`config.mk`:
```
export PLATFORM = sky130hd
export DESIGN_NAME = lzs_front_flat
export DESIGN_NICKNAME = d
export VERILOG_FILES = /design/src/design/lzs_pkg.sv /design/src/design/lzs_if.sv /design/src/design/lzs_front.sv /design/src/flat_wrapper.sv
export SDC_FILE = /design/constraint.sdc
export NUM_CORES = 1
export LEC_CHECK = 0
export BUFFER_PORTS_ARGS = -buffer_cell sky130_fd_sc_hd__buf_4
export CORE_UTILIZATION = 56
export CTS_BUF_LIST = sky130_fd_sc_hd__clkbuf_8
export DETAILED_ROUTE_END_ITERATION = 10
export PLACE_DENSITY = 0.94
export SLEW_MARGIN = 20
export SYNTH_ARGS = -nofsm -noshare
export SYNTH_HDL_FRONTEND = slang
export SYNTH_SLANG_ARGS = --single-unit
```
`constraint.sdc`:
```
create_clock -name clk_i -period 2.77 [get_ports clk_i]
set_clock_uncertainty 0.15 [all_clocks]
set_input_delay 0.554 -clock clk_i [delete_from_list [all_inputs] [get_ports clk_i]]
set_output_delay 0.554 -clock clk_i [all_outputs]
set_load 0.05 [all_outputs]
```
`src/design/lzs_pkg.sv`:
```
// Shared types, constants and the length code table of the LZS decompressor.
`timescale 1ns / 1ps
package lzs_pkg;

  localparam int unsigned HISTORY_DEPTH_DEF = 2048;
  localparam int unsigned HS_W  = 12;   // history_size register width
  localparam int unsigned OFF_W = 11;   // match offset width
  localparam int unsigned BQ_W  = 32;   // bit queue width
  localparam logic [HS_W-1:0] HS_RESET = 12'd2048;

  // Input commands
  localparam logic CMD_DATA    = 1'b0;
  localparam logic CMD_RESTART = 1'b1;

  // Result kinds
  localparam logic KIND_DATA = 1'b0;
  localparam logic KIND_END  = 1'b1;

  // Token decode phases
  localparam logic [3:0] PH_TOKEN    = 4'd0;
  localparam logic [3:0] PH_LITERAL  = 4'd1;
  localparam logic [3:0] PH_OFFTYPE  = 4'd2;
  localparam logic [3:0] PH_SHORT    = 4'd3;
  localparam logic [3:0] PH_LONG     = 4'd4;
  localparam logic [3:0] PH_LENGTH   = 4'd5;
  localparam logic [3:0] PH_COPY     = 4'd6;
  localparam logic [3:0] PH_COPY_EXT = 4'd7;
  localparam logic [3:0] PH_EXTLEN   = 4'd8;

  localparam logic [3:0] EXT_CONT = 4'd15;   // extension nibble that continues
  localparam logic [3:0] LEN_EXT  = 4'd8;    // length that opens extensions

  typedef struct packed {
    logic       command;
    logic [7:0] in_byte;
  } item_t;

  // Length code: upper nibble is the length, lower nibble the bits consumed.
  function automatic logic [7:0] len_code(input logic [3:0] top);
    logic [7:0] c;
    unique case (top)
      4'd0, 4'd1, 4'd2, 4'd3:   c = 8'h22;
      4'd4, 4'd5, 4'd6, 4'd7:   c = 8'h32;
      4'd8, 4'd9, 4'd10, 4'd11: c = 8'h42;
      4'd12:                    c = 8'h54;
      4'd13:                    c = 8'h64;
      4'd14:                    c = 8'h74;
      default:                  c = 8'h84;
    endcase
    return c;
  endfunction

endpackage

```
`src/design/lzs_if.sv`:
```
// Valid/ready stream interfaces for compressed words and decoded words.
`timescale 1ns / 1ps
interface lzs_in_if;
  logic       valid;
  logic       ready;
  logic       command;
  logic [7:0] in_byte;
  modport source (output valid, output command, output in_byte, input ready);
  modport sink   (input valid, input command, input in_byte, output ready);
endinterface


```
`src/design/lzs_front.sv`:
```
// Input side: accepts compressed words into a two-entry queue for the decoder.
`timescale 1ns / 1ps
module lzs_front (
  input  logic              clk_i,
  input  logic              rst_ni,
  lzs_in_if.sink            in_i,
  output logic              item_valid_o,
  output lzs_pkg::item_t    item_o,
  input  logic              item_pop_i
);
  import lzs_pkg::*;

  item_t      buf_q [2];
  logic       wp_q, wp_d, rp_q, rp_d;
  logic [1:0] cnt_q, cnt_d;
  logic       push, pop;

  assign in_i.ready   = (cnt_q != 2'd2);
  assign push         = in_i.valid && in_i.ready;
  assign pop          = item_pop_i && item_valid_o;
  assign item_valid_o = (cnt_q != 2'd0);
  assign item_o       = buf_q[rp_q];

  // Advance pointers and count
  always_comb begin
    wp_d  = push ? ~wp_q : wp_q;
    rp_d  = pop ? ~rp_q : rp_q;
    cnt_d = cnt_q + {1'b0, push} - {1'b0, pop};
  end

  always_ff @(posedge clk_i or negedge rst_ni) begin
    if (!rst_ni) begin
      wp_q  <= 1'b0;
      rp_q  <= 1'b0;
      cnt_q <= 2'd0;
    end else begin
      wp_q  <= wp_d;
      rp_q  <= rp_d;
      cnt_q <= cnt_d;
    end
  end

  // Store the incoming word
  always_ff @(posedge clk_i) begin
    if (push) begin
      buf_q[wp_q] <= '{command: in_i.command, in_byte: in_i.in_byte};
    end
  end

endmodule

```
`src/flat_wrapper.sv`:
```
// flat-port wrapper written by rule: the top's interface ports become plain ports
module lzs_front_flat import lzs_pkg::*;
  (clk_i, rst_ni, item_valid_o, item_o, item_pop_i, in_i_valid, in_i_command, in_i_in_byte, in_i_ready);
  lzs_in_if in_i_i ();
  input  logic clk_i;
  input  logic rst_ni;
  output logic item_valid_o;
  output lzs_pkg::item_t item_o;
  input  logic item_pop_i;
  input wire logic [$bits(in_i_i.valid)-1:0] in_i_valid;
  input wire logic [$bits(in_i_i.command)-1:0] in_i_command;
  input wire logic [$bits(in_i_i.in_byte)-1:0] in_i_in_byte;
  output wire logic [$bits(in_i_i.ready)-1:0] in_i_ready;
  assign in_i_i.valid = in_i_valid;
  assign in_i_i.command = in_i_command;
  assign in_i_i.in_byte = in_i_in_byte;
  assign in_i_ready = in_i_i.ready;
  lzs_front u_core (.clk_i(clk_i), .rst_ni(rst_ni), .in_i(in_i_i), .item_valid_o(item_valid_o), .item_o(item_o), .item_pop_i(item_pop_i));
endmodule
```
Word level (Yosys, flattened, before mapping)
Memory sizes are Yosys's and may differ from the RTL's.
Cells that the tools add are included.
{"block": "word_totals", "latch_bits": 0, "regBits": 4, "romBits": 0, "wordCells": 14, "out_inout_bits": 11, "input_bits": 13, "ramBits": 18, "mem_count": 1}
{"memory": "u_core.buf_q", "words": 2, "word_bits": 9, "read_ports": 1, "rd_ports_with_merged_regs": 0, "write_ports": 1, "line": "lzs_front.sv:13", "rtl": "item_t buf_q [2];"}
{"block": "classes", "n_lt_le_gt_ge": 0, "shifts": 0, "n_addsub": 2, "div_mod_pow": 0, "multipliers": 0, "n_eq_ne": 1, "muxes": 2, "reduce_logical": 3, "bitwise_logic": 2}
{"operator": "$add A2 B1 Y2", "count": 1}
{"operator": "$logic_and A1 B1 Y1", "count": 2}
{"operator": "$mux W1", "count": 2}
{"operator": "$ne A2 B2 Y1 const B", "count": 1}
{"operator": "$not A1 Y1", "count": 2}
{"operator": "$reduce_bool A2 Y1", "count": 1}
{"operator": "$sub A2 B1 Y2", "count": 1}

Longest topological paths before layout
{"block": "logic_depth", "depth_word": 4, "ltp_mapped": 7, "mapped_depth_nobuf": 7}

Least setup slack after synthesis
OpenSTA, ideal clock, no wires.
{"block": "synth_timing", "path_type": "reg-to-reg", "start": "register u_core.cnt_q[1]", "end": "register u_core.cnt_q[1]", "path_stages_with_launch": 8, "synth_period_minus_slack_ps": 2020, "arrival_ps": 1747, "path_buffers": 0, "setup_ps": 123, "slack_ps": 750, "t_required_ps": 2497, "path_cell_list": "dfrtp_1 > or2_1 > and2_4 > ha_1 > inv_1 > ha_1 > xnor2_1 > xnor2_1"}
{"block": "synth_via", "elab_cells_between_ends": 6, "classes_between": "add/sub: 2; eq/ne: 1; reduce/logical: 3"}
{"item": "from (decl)", "line": "lzs_front.sv:15", "rtl": "logic [1:0] cnt_q, cnt_d;"}
{"item": "from (signal assigned)", "line": "lzs_front.sv:39", "rtl": "cnt_q <= cnt_d;"}
{"item": "$reduce_bool A2 Y1", "line": "lzs_front.sv:21", "rtl": "assign item_valid_o = (cnt_q != 2'd0);"}
{"item": "named net item_valid_o", "line": "flat_wrapper.sv:7", "rtl": "output logic item_valid_o;"}
{"item": "$logic_and A1 B1 Y1", "line": "lzs_front.sv:20", "rtl": "assign pop = item_pop_i && item_valid_o;"}
{"item": "named net u_core.pop", "line": "lzs_front.sv:16", "rtl": "logic push, pop;"}
{"item": "$sub A2 B1 Y2", "line": "lzs_front.sv:28", "rtl": "cnt_d = cnt_q + {1'b0, push} - {1'b0, pop};"}
{"item": "named net u_core.cnt_d[1]", "line": "lzs_front.sv:15"}
The timed path passes the listed nets, and every way through them passes these cells.
A chain may end at the register's enable or synchronous reset.

==> flow_metrics.py <==
metrics = {
    "status": {
        "status": "finished clean",
    },
    "drt": {
        "drt_wl_total_um": 1480,
        "num_vias": 467,
        "drc": 0,
        "routed_via_density": 5.25,
        "first_pass_iters": 4,
        "drt_iter0_drc": 7,
        "wl_per_cell_um": 16.6,
        "antenna_left": 0,
    },
    "global_routing": {
        "grt_pass1_vias": 482,
        "grt_pass1_wl_um": 2060,
        "grtUsageTotal_pct": 21.6,
        "grt_max_degree": 13,
        "overflow": 0,
        "antenna_found_initial": 0,
    },
    "cts": {
        "cts_tree": "built",
        "cts_root_buf": "clkbuf_8",
        "clock_path_buffers": 2,
        "clk_pin_slew_worst_paths_ns": 0.08,
        "cts_buffers": 3,
        "post_cts_resized": 0,
        "insertion_delay_ns": 0.26,
        "cts_setup_buffers": 0,
        "cts_max_level": 1,
        "cts.sinks": 22,
    },
    "sta": {
        "fin_crit_ns": 2.15,
        "fin_crit_sh_pct": 77.7,
        "slew_headroom_pct": 47.7,
        "hold_viol": 0,
        "slew_viol_final": 0,
        "fin_tns_setup_ns": 0,
        "max_freq_mhz": 465,
        "setup_violations": 0,
        "worst_pin_slew_ns": 0.781,
        "rsz0062_at_grt": "no",
    },
    "die": {
        "die_x_um": 41.0,
        "ios": 24,
        "die_h_um": 41.0,
        "start_util_pct": 62.5,
        "fp.dieArea_um2": 1680,
        "core-area_um2": 1370,
        "num_rows": 13,
    },
    "finish": {
        "stdcell_count": 89,
        "area_growth_pct": 28.3,
        "layout-drive-gt1-share_pct": 36.5,
        "utilization_pct": 80.1,
        "diodes": 0,
        "nNetsFinal": 90,
    },
    "logic_synthesis": {
        "syn_area_um2": 853,
        "syn_inst": 47,
        "synth_seq_cells": 22,
        "synth_cell_type_count": 14,
        "ys_async_sr_fraction_pct": 18.2,
        "synth_top_area_share_pct": 63.3,
        "ys_seq_area_share_pct": 75.1,
        "syn_avg_cell_area_um2": 18.2,
        "synth_warnings": 0,
        "synth_edf_count": 18,
        "synth_commonest_cells": "18 x edfxtp_1, 9 x mux2_1, 4 x dfrtp_1",
        "syn_nets": 62,
        "synthTopCellsByArea": "edfxtp_1 63%, mux2_1 12%, dfrtp_1 12%",
        "synth_most_common_cell": "edfxtp_1",
        "synth_ff_type": "edfxtp_1",
        "synth_top_area_cell": "edfxtp_1",
    },
    "worst_setup_path": {
        "critPathLaunchType": "flop",
        "crit_fanout": 10,
        "critPathKind": "reg2out",
        "worstPathRequired_ns": 2.07,
        "end_kind": "primary output",
        "worstPathArrival_ns": 1.45,
    },
    "flow_run": {
        "cap_violations": 0,
    },
    "pwr": {
        "power_w": 0.00134,
        "powerDensity_nw_per_um2": 1220,
        "ir_drop_mv": 0.727,
        "p_leak_nw": 0.454,
    },
    "place": {
        "dp_hpwl_um": 1070,
        "dp_cells": 84,
        "place_congestion": 0.623,
        "numPortBuffers": 23,
    },
    "min_path": {
        "hold_path_class": "in2reg",
    },
}
## where the power goes
| part | internal [W] | switching [W] | total [W] |
|---|---|---|---|
| clock network | 0.0000988 | 0.0000975 | 0.000196 |
| registers | 0.000463 | 0.0000635 | 0.000526 |
| logic | 0.000210 | 0.000405 | 0.000615 |
| total | 0.000771 | 0.000566 | 0.00134 |
## state kept, by name, indices dropped and copies added, names as in the netlist
| register | count |
|---|---|
| u_core.buf_q | 18 |
| u_core.wp_q | 1 |
| u_core.cnt_q | 2 |
| u_core.rp_q | 1 |
## what timing repair did
| action | CTS | global route |
|---|---|---|
| endpoints found under the setup margin | 0 | 0 |
| hold buffers | 1 | 0 |
| hold endpoints to repair | 4 | 0 |
## stage by stage
step / setup slack, ns / hold WS [ns] / instance area (um^2)
final: 0.619 / 0.323 / 1090
after global routing: 0.554 / 0.312 / 1090
after CTS: 0.588 / 0.321 / 1090
after detailed placement: 0.885 / 0.205 / 1040
after global placement: 0.922 / 0.201 / 1040
after floorplan: 0.750 / 0.108 / 853
## placed cells by master (no fill, tap or decap)
cell type / count
and2_4: 1
and3_1: 1
buf_4: 23
clkbuf_8: 3
dfrtp_1: 4
dlygate4sd3_1: 1
edfxtp_1: 18
ha_1: 2
inv_1: 4
mux2_1: 9
nand2_1: 1
nand2b_1: 1
nor2_1: 1
or2_1: 1
xnor2_1: 3
xor2_1: 1
## critical path: stages, from the launching register on
cell     delay, ns
dfrtp_1       0.61
mux2_1        0.38
buf_4         0.20
## per-layer routing
metal / vias to the layer above / routed length (um) / global-route usage [%]
met3: 2 / 85 / 8.15
li1: 222 / - / -
met5: - / 0 / 0
met2: 22 / 822 / 39.1
met4: 0 / 7 / 10.0
met1: 221 / 559 / 21.1
## path summary, 6_finish.rpt
kind / cells after the start / end / slack, ns / from
max: 2 / item_o[4] / 0.62 / u_core.rp_q$_DFFE_PN0P_
min: 1 / u_core.buf_q[0][4]$_DFFE_PP_ / 0.32 / in_i_in_byte[4]
max reg2reg: 7 / u_core.cnt_q[1]$_DFF_PN0_ / 0.86 / u_core.cnt_q[1]$_DFF_PN0_
min reg2reg: 1 / u_core.wp_q$_DFFE_PN0P_ / 0.35 / u_core.wp_q$_DFFE_PN0P_
max in group asynchronous: 2 / u_core.cnt_q[1]$_DFF_PN0_ / 1.88 / rst_ni
min in group asynchronous: 2 / u_core.cnt_q[0]$_DFF_PN0_ / 0.48 / rst_ni
## cell families (layout without fill, tap and decap cells)
group,Yosys count,in the layout,synth area share (%)
xor gates and xnor gates,4,4,4.11
adders and majority gates,2,2,2.93
buffers and inverters,4,31,1.91
DFF,22,22,75.1
muxes,9,9,11.9
and+or+nand+nor,6,6,4.11
## final cells by class
| type | count | area [um^2] |
|---|---|---|
| Clock buffer | 3 | 41.3 |
| Tap cell | 15 | 18.8 |
| Fill cell | 81 | 272 |
| Sequential cell | 22 | 641 |
| Timing Repair Buffer | 24 | 183 |
| Inverter | 3 | 11.3 |
| Clock inverter | 1 | 3.75 |
| Multi-Input combinational cell | 21 | 196 |
No activity file was read; power rests on OpenSTA's default activity.
